$ cat config.mk
export PLATFORM = sky130hd
export DESIGN_NAME = battery_gauge_smoother
export DESIGN_NICKNAME = d
export VERILOG_FILES = /design/src/hdl/bgs_pkg.sv /design/src/hdl/bgs_div.sv /design/src/hdl/battery_gauge_smoother.sv
export SDC_FILE = /design/constraint.sdc
export NUM_CORES = 1
export LEC_CHECK = 0
export BUFFER_PORTS_ARGS = -buffer_cell sky130_fd_sc_hd__clkbuf_2
export CORE_MARGIN = 2
export CORE_UTILIZATION = 50
export CTS_CLUSTER_SIZE = 25
export DETAILED_ROUTE_END_ITERATION = 16
export PLACE_DENSITY = 0.65
export SLEW_MARGIN = 20
export SYNTH_ARGS = -nofsm -noshare
export SYNTH_HDL_FRONTEND = slang
export SYNTH_HIERARCHICAL = 1
export SYNTH_SLANG_ARGS = --single-unit
export TNS_END_PERCENT = 10
$ cat constraint.sdc
create_clock -name clk_i -period 7.3 [get_ports clk_i]
set_input_delay 1.095 -clock clk_i [delete_from_list [all_inputs] [get_ports clk_i]]
set_output_delay 1.095 -clock clk_i [all_outputs]
set_load 0.005 [all_outputs]
$ cat src/hdl/bgs_pkg.sv
`default_nettype none
package bgs_pkg;

  localparam int unsigned MV_W    = 16;
  localparam int unsigned PCT_W   = 7;
  localparam int unsigned EMPTY_W = 12;
  localparam int unsigned STEP_W  = 7;

  localparam int unsigned CFG_IDX_W = 2;
  localparam logic [CFG_IDX_W-1:0] REG_FULL  = 2'd0;
  localparam logic [CFG_IDX_W-1:0] REG_EMPTY = 2'd1;
  localparam logic [CFG_IDX_W-1:0] REG_STEP  = 2'd2;

  localparam logic [MV_W-1:0]    FULL_RESET  = 16'd4200;
  localparam logic [EMPTY_W-1:0] EMPTY_RESET = 12'd3300;
  localparam logic [STEP_W-1:0]  STEP_RESET  = 7'd15;

  localparam logic [PCT_W-1:0] PCT_FULL  = 7'd100;
  localparam logic [PCT_W-1:0] PCT_EMPTY = 7'd0;

  // table points between the full and empty points
  localparam int unsigned NUM_MID = 10;
  localparam int unsigned PT_W    = 4;
  localparam logic [PT_W-1:0] PT_FIRST = 4'd1;
  localparam logic [PT_W-1:0] PT_LAST  = 4'd11;

  localparam logic [MV_W-1:0] MID_MV [NUM_MID] = '{
    16'd4110, 16'd4020, 16'd3950, 16'd3870, 16'd3840,
    16'd3800, 16'd3770, 16'd3730, 16'd3690, 16'd3610
  };
  localparam logic [PCT_W-1:0] MID_PCT [NUM_MID] = '{
    7'd92, 7'd84, 7'd75, 7'd62, 7'd53, 7'd42, 7'd32, 7'd20, 7'd10, 7'd5
  };

  // interpolation divider: (delta_pct * up + span/2) / span
  localparam int unsigned DIVIDEND_W = PCT_W + MV_W;
  localparam int unsigned DIVISOR_W  = MV_W;

  typedef struct packed {
    logic                  start;
    logic [DIVIDEND_W-1:0] dividend;
    logic [DIVISOR_W-1:0]  divisor;
  } div_req_t;

  typedef struct packed {
    logic                  busy;
    logic                  done;
    logic [DIVIDEND_W-1:0] quotient;
  } div_rsp_t;

  function automatic logic [MV_W-1:0] point_mv(input logic [PT_W-1:0] idx,
                                              input logic [MV_W-1:0] full_mv,
                                              input logic [EMPTY_W-1:0] empty_mv);
    logic [PT_W-1:0] mid;
    mid = idx - PT_W'(1);
    if (idx == '0) begin
      point_mv = full_mv;
    end else if (idx >= PT_LAST) begin
      point_mv = MV_W'(empty_mv);
    end else begin
      point_mv = MID_MV[mid];
    end
  endfunction

  function automatic logic [PCT_W-1:0] point_pct(input logic [PT_W-1:0] idx);
    logic [PT_W-1:0] mid;
    mid = idx - PT_W'(1);
    if (idx == '0) begin
      point_pct = PCT_FULL;
    end else if (idx >= PT_LAST) begin
      point_pct = PCT_EMPTY;
    end else begin
      point_pct = MID_PCT[mid];
    end
  endfunction

endpackage
`default_nettype wire

$ cat src/hdl/bgs_div.sv
`default_nettype none
module bgs_div (
  input  wire logic              clk_i,
  input  wire logic              rst_ni,
  input  wire bgs_pkg::div_req_t req_i,
  output bgs_pkg::div_rsp_t      rsp_o
);

  localparam int unsigned NW  = bgs_pkg::DIVIDEND_W;
  localparam int unsigned DW  = bgs_pkg::DIVISOR_W;
  localparam int unsigned CNT_W = $clog2(NW + 1);

  logic             busy_q, busy_d;
  logic             done_q, done_d;
  logic [CNT_W-1:0] cnt_q, cnt_d;
  logic [NW-1:0]    quo_q, quo_d;
  logic [DW-1:0]    rem_q, rem_d;
  logic [DW-1:0]    dsr_q, dsr_d;

  logic [DW:0] trial;
  logic        fits;

  // one restoring step per cycle
  assign trial = {rem_q, quo_q[NW-1]};
  assign fits  = trial >= {1'b0, dsr_q};

  always_comb begin
    busy_d = busy_q;
    done_d = 1'b0;
    cnt_d  = cnt_q;
    quo_d  = quo_q;
    rem_d  = rem_q;
    dsr_d  = dsr_q;
    if (req_i.start) begin
      busy_d = 1'b1;
      cnt_d  = CNT_W'(NW);
      quo_d  = req_i.dividend;
      rem_d  = '0;
      dsr_d  = req_i.divisor;
    end else if (busy_q) begin
      rem_d = fits ? DW'(trial - {1'b0, dsr_q}) : trial[DW-1:0];
      quo_d = {quo_q[NW-2:0], fits};
      cnt_d = cnt_q - CNT_W'(1);
      if (cnt_q == CNT_W'(1)) begin
        busy_d = 1'b0;
        done_d = 1'b1;
      end
    end
  end

  always_ff @(posedge clk_i or negedge rst_ni) begin
    if (!rst_ni) begin
      busy_q <= 1'b0;
      done_q <= 1'b0;
      cnt_q  <= '0;
    end else begin
      busy_q <= busy_d;
      done_q <= done_d;
      cnt_q  <= cnt_d;
    end
  end

  always_ff @(posedge clk_i) begin
    quo_q <= quo_d;
    rem_q <= rem_d;
    dsr_q <= dsr_d;
  end

  assign rsp_o.busy     = busy_q;
  assign rsp_o.done     = done_q;
  assign rsp_o.quotient = quo_q;

endmodule
`default_nettype wire

$ cat src/hdl/battery_gauge_smoother.sv
// battery gauge smoother
// in channel: one millivolt sample per request on sample_millivolts_i, taken
// when in_valid_i and in_ready_o are both high. in_ready_o is high only while
// the sequencer is idle, so one sample is worked on at a time.
// out channel: a request carries the rounded average and the new displayed
// percent, and is raised only when the displayed percent changes (always for
// the first sample after reset). it stays in an output register until
// out_ready_i; meanwhile the next sample is accepted and worked on.
// path from accept to out_valid_o: when the average lies at or beyond the full
// or empty point, the states avg, rnd, clamp and done; otherwise avg, rnd and
// clamp, a table scan over points 1 to 11, segment setup (seg, mul, divst), the
// 23-step serial divider and done (a misordered segment skips the divider and
// goes from seg to done). the sequencer returns to idle before the next sample
// is taken.
// if a new request is ready while the output register still holds an untaken
// request, the sequencer waits until the receiver takes it.
// config port: cfg_we_i writes cfg_wdata_i to register cfg_index_i
// (0 full mv, 1 empty mv, 2 rise step); write only while idle.
// reset: average zero, no percent shown, registers at 4200, 3300, 15.
`default_nettype none
module battery_gauge_smoother #(
  parameter int unsigned FRACTION_BITS = 8
) (
  input  wire logic                           clk_i,
  input  wire logic                           rst_ni,
  input  wire logic                           in_valid_i,
  output logic                                in_ready_o,
  input  wire logic [bgs_pkg::MV_W-1:0]       sample_millivolts_i,
  output logic                                out_valid_o,
  input  wire logic                           out_ready_i,
  output logic [bgs_pkg::MV_W-1:0]            smooth_millivolts_o,
  output logic [bgs_pkg::PCT_W-1:0]           shown_percent_o,
  input  wire logic                           cfg_we_i,
  input  wire logic [bgs_pkg::CFG_IDX_W-1:0]  cfg_index_i,
  input  wire logic [bgs_pkg::MV_W-1:0]       cfg_wdata_i
);

  localparam int unsigned MV_W  = bgs_pkg::MV_W;
  localparam int unsigned PCT_W = bgs_pkg::PCT_W;
  localparam int unsigned PT_W  = bgs_pkg::PT_W;
  localparam int unsigned NW    = bgs_pkg::DIVIDEND_W;
  localparam int unsigned AVG_W = MV_W + FRACTION_BITS;
  localparam logic [AVG_W:0] HALF_LSB = (AVG_W + 1)'(1) << (FRACTION_BITS - 1);

  localparam logic [3:0] ST_IDLE  = 4'd0;
  localparam logic [3:0] ST_AVG   = 4'd1;
  localparam logic [3:0] ST_RND   = 4'd2;
  localparam logic [3:0] ST_CLAMP = 4'd3;
  localparam logic [3:0] ST_SCAN  = 4'd4;
  localparam logic [3:0] ST_SEG   = 4'd5;
  localparam logic [3:0] ST_MUL   = 4'd6;
  localparam logic [3:0] ST_DIVST = 4'd7;
  localparam logic [3:0] ST_DIV   = 4'd8;
  localparam logic [3:0] ST_DONE  = 4'd9;

  // control state
  logic [3:0]                    state_q, state_d;
  logic [AVG_W-1:0]              avg_q, avg_d;
  logic [PCT_W-1:0]              disp_q, disp_d;
  logic                          disp_valid_q, disp_valid_d;
  logic                          out_valid_q, out_valid_d;
  logic [MV_W-1:0]               full_q, full_d;
  logic [bgs_pkg::EMPTY_W-1:0]   empty_q, empty_d;
  logic [bgs_pkg::STEP_W-1:0]    step_q, step_d;
  logic [PT_W-1:0]               idx_q, idx_d;

  // payload
  logic [MV_W-1:0]  sample_q, sample_d;
  logic [MV_W-1:0]  smooth_q, smooth_d;
  logic [MV_W-1:0]  hi_q, hi_d;
  logic [MV_W-1:0]  lo_q, lo_d;
  logic [PCT_W-1:0] plo_q, plo_d;
  logic [PCT_W-1:0] phi_q, phi_d;
  logic [MV_W-1:0]  span_q, span_d;
  logic [MV_W-1:0]  up_q, up_d;
  logic [NW-1:0]    numer_q, numer_d;
  logic [PCT_W-1:0] pct_q, pct_d;
  logic [MV_W-1:0]  out_mv_q, out_mv_d;
  logic [PCT_W-1:0] out_pct_q, out_pct_d;

  bgs_pkg::div_req_t div_req;
  bgs_pkg::div_rsp_t div_rsp;

  logic             in_fire;
  logic [AVG_W+1:0] avg_sum;
  logic [AVG_W:0]   avg_round;
  logic [MV_W-1:0]  scan_lo;
  logic [MV_W-1:0]  seg_span;
  logic [MV_W-1:0]  seg_up;
  logic [PCT_W-1:0] delta_pct;
  logic [PCT_W:0]   rise;
  logic             take;
  logic [PCT_W-1:0] next_pct;
  logic             emit;

  assign in_ready_o = (state_q == ST_IDLE);
  assign in_fire    = in_valid_i && in_ready_o;

  // three quarters of the old average plus a quarter of the sample, rounded
  assign avg_sum = (AVG_W + 2)'({avg_q, 1'b0}) + (AVG_W + 2)'(avg_q)
                 + (AVG_W + 2)'({sample_q, {FRACTION_BITS{1'b0}}}) + (AVG_W + 2)'(2);
  assign avg_round = (AVG_W + 1)'(avg_q) + HALF_LSB;

  assign scan_lo   = bgs_pkg::point_mv(idx_q, full_q, empty_q);
  assign seg_span  = hi_q - lo_q;
  assign seg_up    = smooth_q - lo_q;
  assign delta_pct = phi_q - plo_q;

  assign rise     = {1'b0, pct_q} - {1'b0, disp_q};
  assign take     = !disp_valid_q || (pct_q < disp_q)
                 || (!rise[PCT_W] && (rise[PCT_W-1:0] >= step_q));
  assign next_pct = take ? pct_q : disp_q;
  assign emit     = !disp_valid_q || (next_pct != disp_q);

  assign div_req.start    = (state_q == ST_DIVST);
  assign div_req.dividend = numer_q;
  assign div_req.divisor  = span_q;

  always_comb begin
    state_d      = state_q;
    avg_d        = avg_q;
    disp_d       = disp_q;
    disp_valid_d = disp_valid_q;
    out_valid_d  = out_valid_q;
    full_d       = full_q;
    empty_d      = empty_q;
    step_d       = step_q;
    idx_d        = idx_q;
    sample_d     = sample_q;
    smooth_d     = smooth_q;
    hi_d         = hi_q;
    lo_d         = lo_q;
    plo_d        = plo_q;
    phi_d        = phi_q;
    span_d       = span_q;
    up_d         = up_q;
    numer_d      = numer_q;
    pct_d        = pct_q;
    out_mv_d     = out_mv_q;
    out_pct_d    = out_pct_q;

    if (cfg_we_i) begin
      unique case (cfg_index_i)
        bgs_pkg::REG_FULL:  full_d  = cfg_wdata_i;
        bgs_pkg::REG_EMPTY: empty_d = cfg_wdata_i[bgs_pkg::EMPTY_W-1:0];
        bgs_pkg::REG_STEP:  step_d  = cfg_wdata_i[bgs_pkg::STEP_W-1:0];
        default: ;
      endcase
    end

    if (out_valid_q && out_ready_i) begin
      out_valid_d = 1'b0;
    end

    unique case (state_q)
      ST_IDLE: begin
        if (in_fire) begin
          sample_d = sample_millivolts_i;
          state_d  = ST_AVG;
        end
      end
      ST_AVG: begin
        // a zero average is seeded by the sample
        if (avg_q == '0) begin
          avg_d = {sample_q, {FRACTION_BITS{1'b0}}};
        end else begin
          avg_d = avg_sum[AVG_W+1:2];
        end
        state_d = ST_RND;
      end
      ST_RND: begin
        smooth_d = avg_round[AVG_W] ? {MV_W{1'b1}} : avg_round[AVG_W-1:FRACTION_BITS];
        state_d  = ST_CLAMP;
      end
      ST_CLAMP: begin
        idx_d = bgs_pkg::PT_FIRST;
        if (smooth_q >= full_q) begin
          pct_d   = bgs_pkg::PCT_FULL;
          state_d = ST_DONE;
        end else if (smooth_q <= MV_W'(empty_q)) begin
          pct_d   = bgs_pkg::PCT_EMPTY;
          state_d = ST_DONE;
        end else begin
          state_d = ST_SCAN;
        end
      end
      ST_SCAN: begin
        // first point at or below the voltage; the empty point always hits
        if (smooth_q >= scan_lo || idx_q >= bgs_pkg::PT_LAST) begin
          lo_d    = scan_lo;
          hi_d    = bgs_pkg::point_mv(idx_q - PT_W'(1), full_q, empty_q);
          plo_d   = bgs_pkg::point_pct(idx_q);
          phi_d   = bgs_pkg::point_pct(idx_q - PT_W'(1));
          state_d = ST_SEG;
        end else begin
          idx_d = idx_q + PT_W'(1);
        end
      end
      ST_SEG: begin
        // a misordered segment gives the lower point's percent
        if (hi_q <= lo_q) begin
          pct_d   = plo_q;
          state_d = ST_DONE;
        end else begin
          span_d  = seg_span;
          up_d    = (seg_up > seg_span) ? seg_span : seg_up;
          state_d = ST_MUL;
        end
      end
      ST_MUL: begin
        numer_d = NW'(delta_pct * up_q) + NW'(span_q >> 1);
        state_d = ST_DIVST;
      end
      ST_DIVST: begin
        state_d = ST_DIV;
      end
      ST_DIV: begin
        if (div_rsp.done) begin
          pct_d   = plo_q + div_rsp.quotient[PCT_W-1:0];
          state_d = ST_DONE;
        end
      end
      ST_DONE: begin
        if (!emit) begin
          state_d = ST_IDLE;
        end else if (!out_valid_q || out_ready_i) begin
          disp_d       = next_pct;
          disp_valid_d = 1'b1;
          out_valid_d  = 1'b1;
          out_mv_d     = smooth_q;
          out_pct_d    = next_pct;
          state_d      = ST_IDLE;
        end
      end
      default: begin
        state_d = ST_IDLE;
      end
    endcase
  end

  always_ff @(posedge clk_i or negedge rst_ni) begin
    if (!rst_ni) begin
      state_q      <= ST_IDLE;
      avg_q        <= '0;
      disp_q       <= '0;
      disp_valid_q <= 1'b0;
      out_valid_q  <= 1'b0;
      full_q       <= bgs_pkg::FULL_RESET;
      empty_q      <= bgs_pkg::EMPTY_RESET;
      step_q       <= bgs_pkg::STEP_RESET;
      idx_q        <= bgs_pkg::PT_FIRST;
    end else begin
      state_q      <= state_d;
      avg_q        <= avg_d;
      disp_q       <= disp_d;
      disp_valid_q <= disp_valid_d;
      out_valid_q  <= out_valid_d;
      full_q       <= full_d;
      empty_q      <= empty_d;
      step_q       <= step_d;
      idx_q        <= idx_d;
    end
  end

  always_ff @(posedge clk_i) begin
    sample_q  <= sample_d;
    smooth_q  <= smooth_d;
    hi_q      <= hi_d;
    lo_q      <= lo_d;
    plo_q     <= plo_d;
    phi_q     <= phi_d;
    span_q    <= span_d;
    up_q      <= up_d;
    numer_q   <= numer_d;
    pct_q     <= pct_d;
    out_mv_q  <= out_mv_d;
    out_pct_q <= out_pct_d;
  end

  bgs_div u_div (
    .clk_i  (clk_i),
    .rst_ni (rst_ni),
    .req_i  (div_req),
    .rsp_o  (div_rsp)
  );

  assign out_valid_o         = out_valid_q;
  assign smooth_millivolts_o = out_mv_q;
  assign shown_percent_o     = out_pct_q;

  a_busy_after_accept: assert property (@(posedge clk_i) disable iff (!rst_ni)
    in_fire |=> !in_ready_o)
    else $error("sequencer took a sample but stayed ready");

  a_idle_div_quiet: assert property (@(posedge clk_i) disable iff (!rst_ni)
    in_ready_o |-> !div_rsp.busy)
    else $error("divider busy while sequencer idle");

  a_pct_range: assert property (@(posedge clk_i) disable iff (!rst_ni)
    out_valid_o |-> shown_percent_o <= bgs_pkg::PCT_FULL)
    else $error("displayed percent above full");

  a_out_matches_disp: assert property (@(posedge clk_i) disable iff (!rst_ni)
    out_valid_o |-> (out_pct_q == disp_q) && disp_valid_q)
    else $error("pending request out of step with displayed percent");

  a_disp_valid_sticky: assert property (@(posedge clk_i) disable iff (!rst_ni)
    disp_valid_q |=> disp_valid_q)
    else $error("displayed percent lost");

endmodule
`default_nettype wire
# Word-level counts from Yosys, hierarchy flattened
# Memories as Yosys holds them, arrays and structs flattened.
# Index checks and enable logic that the tools add are counted.
dict set report classes {
  multipliers 1
  n_bitwise 3
  reduce_logical 31
  order_cmp 12
  addsub 15
  eq_ne 20
  mux 48
}
# op count
set ops {}
lappend ops {{two-way mux 16 bit} 10}
lappend ops {{two-way mux 7 bit} 11}
lappend ops {{subtractor 16 bit} 3}
lappend ops {{two-way mux 23 bit} 2}
lappend ops {{one-hot mux 4 bit (10 select lines)} 1}
lappend ops {{two-way mux 4 bit} 9}
lappend ops {{>= comparator 16 bit} 2}
lappend ops {{adder 25 x 24 -> 26 bit} 1}
lappend ops {{adder 26 x 2 -> 26 bit (second input constant)} 1}
lappend ops {{adder 26 x 24 -> 26 bit} 1}
lappend ops {{adder 24 x 8 -> 25 bit (second input constant)} 1}
lappend ops {{zero test 24 bit} 1}
lappend ops {{two-way mux 24 bit} 1}
lappend ops {{adder 23 x 15 -> 23 bit} 1}
lappend ops {{multiplier 7 x 16 -> 23 bit} 1}
lappend ops {{one-hot mux 7 bit (3 select lines)} 1}
lappend ops {{>= comparator 17 x 16 -> 1 bit} 1}
lappend ops {{== test 4 x 3 -> 1 bit (second input constant)} 4}
lappend ops {{> comparator 16 bit} 1}
lappend ops {{<= comparator 16 x 12 -> 1 bit} 1}
lappend ops {{<= comparator 16 bit} 1}
lappend ops {{AND reduction 2 bit} 7}
lappend ops {{zero test 4 bit} 3}
lappend ops {{>= comparator 5 bit (second input constant)} 2}
lappend ops {{other kinds (33)} 63}
dict set report totals {
  in_bits 39
  wordCells 163
  n_memories 4
  romBits 736
  out_inout_bits 25
  regBits 301
}
# name depth width read_ports rd_clocked_by_memory_dff wr line
set memory_table {}
lappend memory_table {{(no name shown)} 16 16 1 0 0 bgs_pkg.sv:61} ;# point_mv = MID_MV[mid];
lappend memory_table {{(no name shown)} 16 16 1 0 0 bgs_pkg.sv:61}
lappend memory_table {{(no name shown)} 16 7 1 0 0 bgs_pkg.sv:73} ;# point_pct = MID_PCT[mid];
lappend memory_table {{(no name shown)} 16 7 1 0 0 bgs_pkg.sv:73}

# Depth between registers and ports, before layout
dict set report logic_depth {
  word_depth 11
  ltp_mapped 29
  depth_no_buf 28
}

# Hierarchy
# The synthesis kept the hierarchy.
# module instances cells_per_inst area_per_inst_um2 seq_area_each_um2
set by_module_without_submodules {}
lappend by_module_without_submodules {battery_gauge_smoother 1 1981 19621.3 6815.3}
lappend by_module_without_submodules {bgs_div 1 312 3397.0 1666.6}

# Worst setup path after synthesis
# No wires, ideal clock.
dict set report synth_timing {
  path_kind {register to register}
  startpoint {register phi_q[0]}
  endpoint {register numer_q[20] (data pin)}
  arrival_ps 6002
  synth_period_minus_slack_ps 6262
  path_stages_with_launch 29
  required_ps 7040
  path_buffers 1
  slack_ps 1038
  setup_time_ps 260
  cell_sequence {edfxtp_1 > inv_1 > ha_1 > inv_1 > fa_1 > a21oi_1 > nor2_1 > nor2_1 > o21bai_1 > a21oi_1 > xnor2_1 > clkbuf_1 > nand2_1 > fa_1 > fa_1 > inv_1 > fa_1 > inv_1 > fa_1 > inv_1 > ha_1 > o21a_1 > o31a_1 > o311a_1 > o21ai_1 > a31oi_1 > o41ai_1 > nor2_1 > xor2_1}
}
dict set report synth_between {
  elab_chain_len 3
}
# element line
set synth_lines {}
lappend synth_lines {{start, declared} battery_gauge_smoother.sv:73} ;# logic [PCT_W-1:0] phi_q, phi_d;
lappend synth_lines {{start signal, assigned} battery_gauge_smoother.sv:271} ;# phi_q <= phi_d;
lappend synth_lines {{subtractor 7 bit} battery_gauge_smoother.sv:107} ;# assign delta_pct = phi_q - plo_q;
lappend synth_lines {{multiplier 7 x 16 -> 23 bit} battery_gauge_smoother.sv:211} ;# numer_d = NW'(delta_pct * up_q) + NW'(span_q >> 1);
lappend synth_lines {{adder 23 x 15 -> 23 bit} battery_gauge_smoother.sv:211}
lappend synth_lines {{end signal, assigned} battery_gauge_smoother.sv:274} ;# numer_q <= numer_d;
lappend synth_lines {{end, declared} battery_gauge_smoother.sv:76} ;# logic [NW-1:0] numer_q, numer_d;
# Every way passes these cells.
# A chain may end at the register's enable or synchronous reset.

# Final worst setup path
dict set report layout_timing {
  startpoint {register plo_q[1]}
  endpoint {register numer_q[20] (data pin)}
}
dict set report layout_between {
  elab_chain_len 3
}
# element line
set layout_lines {}
lappend layout_lines {{start, declared} battery_gauge_smoother.sv:72} ;# logic [PCT_W-1:0] plo_q, plo_d;
lappend layout_lines {{start signal, assigned} battery_gauge_smoother.sv:270} ;# plo_q <= plo_d;
lappend layout_lines {{subtractor 7 bit} battery_gauge_smoother.sv:107}
lappend layout_lines {{multiplier 7 x 16 -> 23 bit} battery_gauge_smoother.sv:211}
lappend layout_lines {{adder 23 x 15 -> 23 bit} battery_gauge_smoother.sv:211}
# Every way passes these cells.

==> out/results.ini <==
[global_route]
grt_pass1_wl_um = 90100
groute.layer.met2.usage = 0.378
global_route.usage.met1 = 0.338
use_met3 = 0.0351
grt_antenna_before_repair = 0
vias_in_the_first_global_route = 16800
grt_start_max_net_pins = 58
grt_busiest_layer = met2
global_route.overflow_total = 0
grtUsageTotal = 0.241

[synth]
mean_post_synth_cell_area_um2 = 10.0
syn-cell-area_um2 = 23000
synthCells = 2292
synth_warnings = 6
synth_fp_nets = 2683

[sta]
min_period_ns = 6.52
worstMarginPinSlew_ns = 1.11
final.hold.worst_slack_ns = 0.469
report.final.slew_viol_count = 0
finalHoldViolations = 0
setup_viol = 0
clock.fmax_ghz = 0.153
slew_hr = 0.257
min_period_over_period = 0.894
finalSetupTns_ns = 0
rsz0062_at_grt = false
finClkSkew_ns = 0.0269

[cells_and_area]
layout-drive-gt1-share = 0.111
filler_cell_count = 3971
largest_register_ff_count = 24
reg.largest.list = avg_q: 24 flops, numer_q: 23 flops, u_div/quo_q: 23 flops
finalNetCount = 2743
largest-register = avg_q
flow.area_growth_from_synthesis_pct = 9.37

[routing]
drt_wl_total_um = 55600
drt.antenna.violating_nets = 0
dr.first_iter.drc_count = 1182
vias_per_cell = 5.60
drtPass1Iterations = 5
post-route-drc-count = 0
detailroute.via_count = 16700
wire_per_inst_um = 18.6

[die]
rows = 78
die_y_um = 219
core_um2 = 45400
total_die_area_um2 = 47800
pin_count = 64
die-width_um = 219
start_util = 0.507

[clock_network]
tritoncts.num_buffers = 36
clock-sinks = 301
post_cts_buffers = 0
cts-resized-gates = 0
cts_hold_repair.buffers = 0
cts-htree-levels = 2
clock_tree.buffer_depth = 3
worstSkewPairLatency_ns = 0.56
clock-root-buffer = clkbuf_16
worst_setup_hold_path_clk_slew_ns = 0.06
clock_tree_from_tritoncts = yes

[critical_path]
r2r_end = numer_q[20]
r2r_slack_ns = 0.78
critPathRequiredTime_ns = 7.59
timing.setup.critical_path_class = reg2reg
type_of_destination_of_the_critical_path = flip-flop
cp_top_family = adder cells
critical_path_buf_inv_count = 5
crit_path_top_delay_cell = fa_1
critical_path.startpoint_type = flip-flop
crit_arrival_ns = 6.81
worst_r2r_src = plo_q[1]
critPathMaxFanout = 16
max_stage_delay_ns = 0.55
r2r_cells = 25

[place]
port_buffers = 63
gp_congestion = 0.930
hpwl_um = 43300

[outcome]
status = finished, final reports clean

[min_path]
hold-path-cell-count = 0
hp-class = reg2reg
hold_path_end = u_div/dsr_q[15]
timing.hold.worst.start = span_q[15]

[job]
cap_viol_max_count = 0

-- routing by layer --
| layer | up-vias | wire length, um | part of all wire |
|---|---|---|---|
| li1 | 8115 | - | - |
| met4 | 0 | 1940 | 0.035 |
| met1 | 8106 | 26300 | 0.47 |
| met3 | 91 | 2510 | 0.045 |
| met2 | 378 | 24800 | 0.45 |
| met5 | - | 0 | 0 |
-- layout by cell type, fill, tap and decap left out, types with 25 or more instances in the layout --
cell       instances
a211oi_1          32
a21o_1            39
a21oi_1          119
and2_1            52
clkbuf_16         37
clkbuf_2          62
dfrtp_1           68
edfxtp_1         202
fa_1             107
ha_1             245
inv_1            304
mux2_2            63
nand2_1          210
nand2b_1          27
nand3_1           27
nand4_1           27
nor2_1           136
nor2b_1           27
nor3_1            30
o21a_1            25
o21ai_0          106
xnor2_1           76
xor2_1            27
-- area by class of cell --
class | instances | area, um^2 | share of cell area
repair buffers | 85 | 483 | 0.0192
inverters | 305 | 1140 | 0.0455
clock inverters | 20 | 153 | 0.00607
flip-flops and latches | 301 | 8480 | 0.337
multi-input cells | 1623 | 13200 | 0.523
clock buffers | 46 | 980 | 0.0389
well taps | 600 | 751 | 0.0298
diodes | 2 | 5.00 | 0.000199
-- worst max-delay path by stage --
stage                         from     endpoint  slack (ns)  cells past startpoint
after CTS                 plo_q[1]  numer_q[20]        0.76                     25
after detailed placement  plo_q[1]  numer_q[20]        0.77                     25
after floorplan           phi_q[0]  numer_q[20]        1.04                     28
final                     plo_q[1]  numer_q[20]        0.78                     25
after global placement    phi_q[0]  numer_q[20]        0.95                     27
after global routing      plo_q[1]  numer_q[20]        0.29                     25
-- through the flow --
| step | worst slack [ns] | cell area [um^2] | utilization | cells |
|---|---|---|---|---|
| global route | 0.294 | 25200 | 0.554 | 2980 |
| detailed placement | 0.773 | 24000 | 0.529 | 2914 |
| global placement | 0.953 | 24000 | 0.529 | 2914 |
| CTS | 0.758 | 25200 | 0.554 | 2980 |
| floorplan | 1.04 | 23000 | - | 2292 |
| finish | 0.776 | 25200 | 0.555 | 2982 |
Power is left out: the tool's default activity adds up to more than one toggle a clock period on the data nets, which glitch-free logic cannot reach.
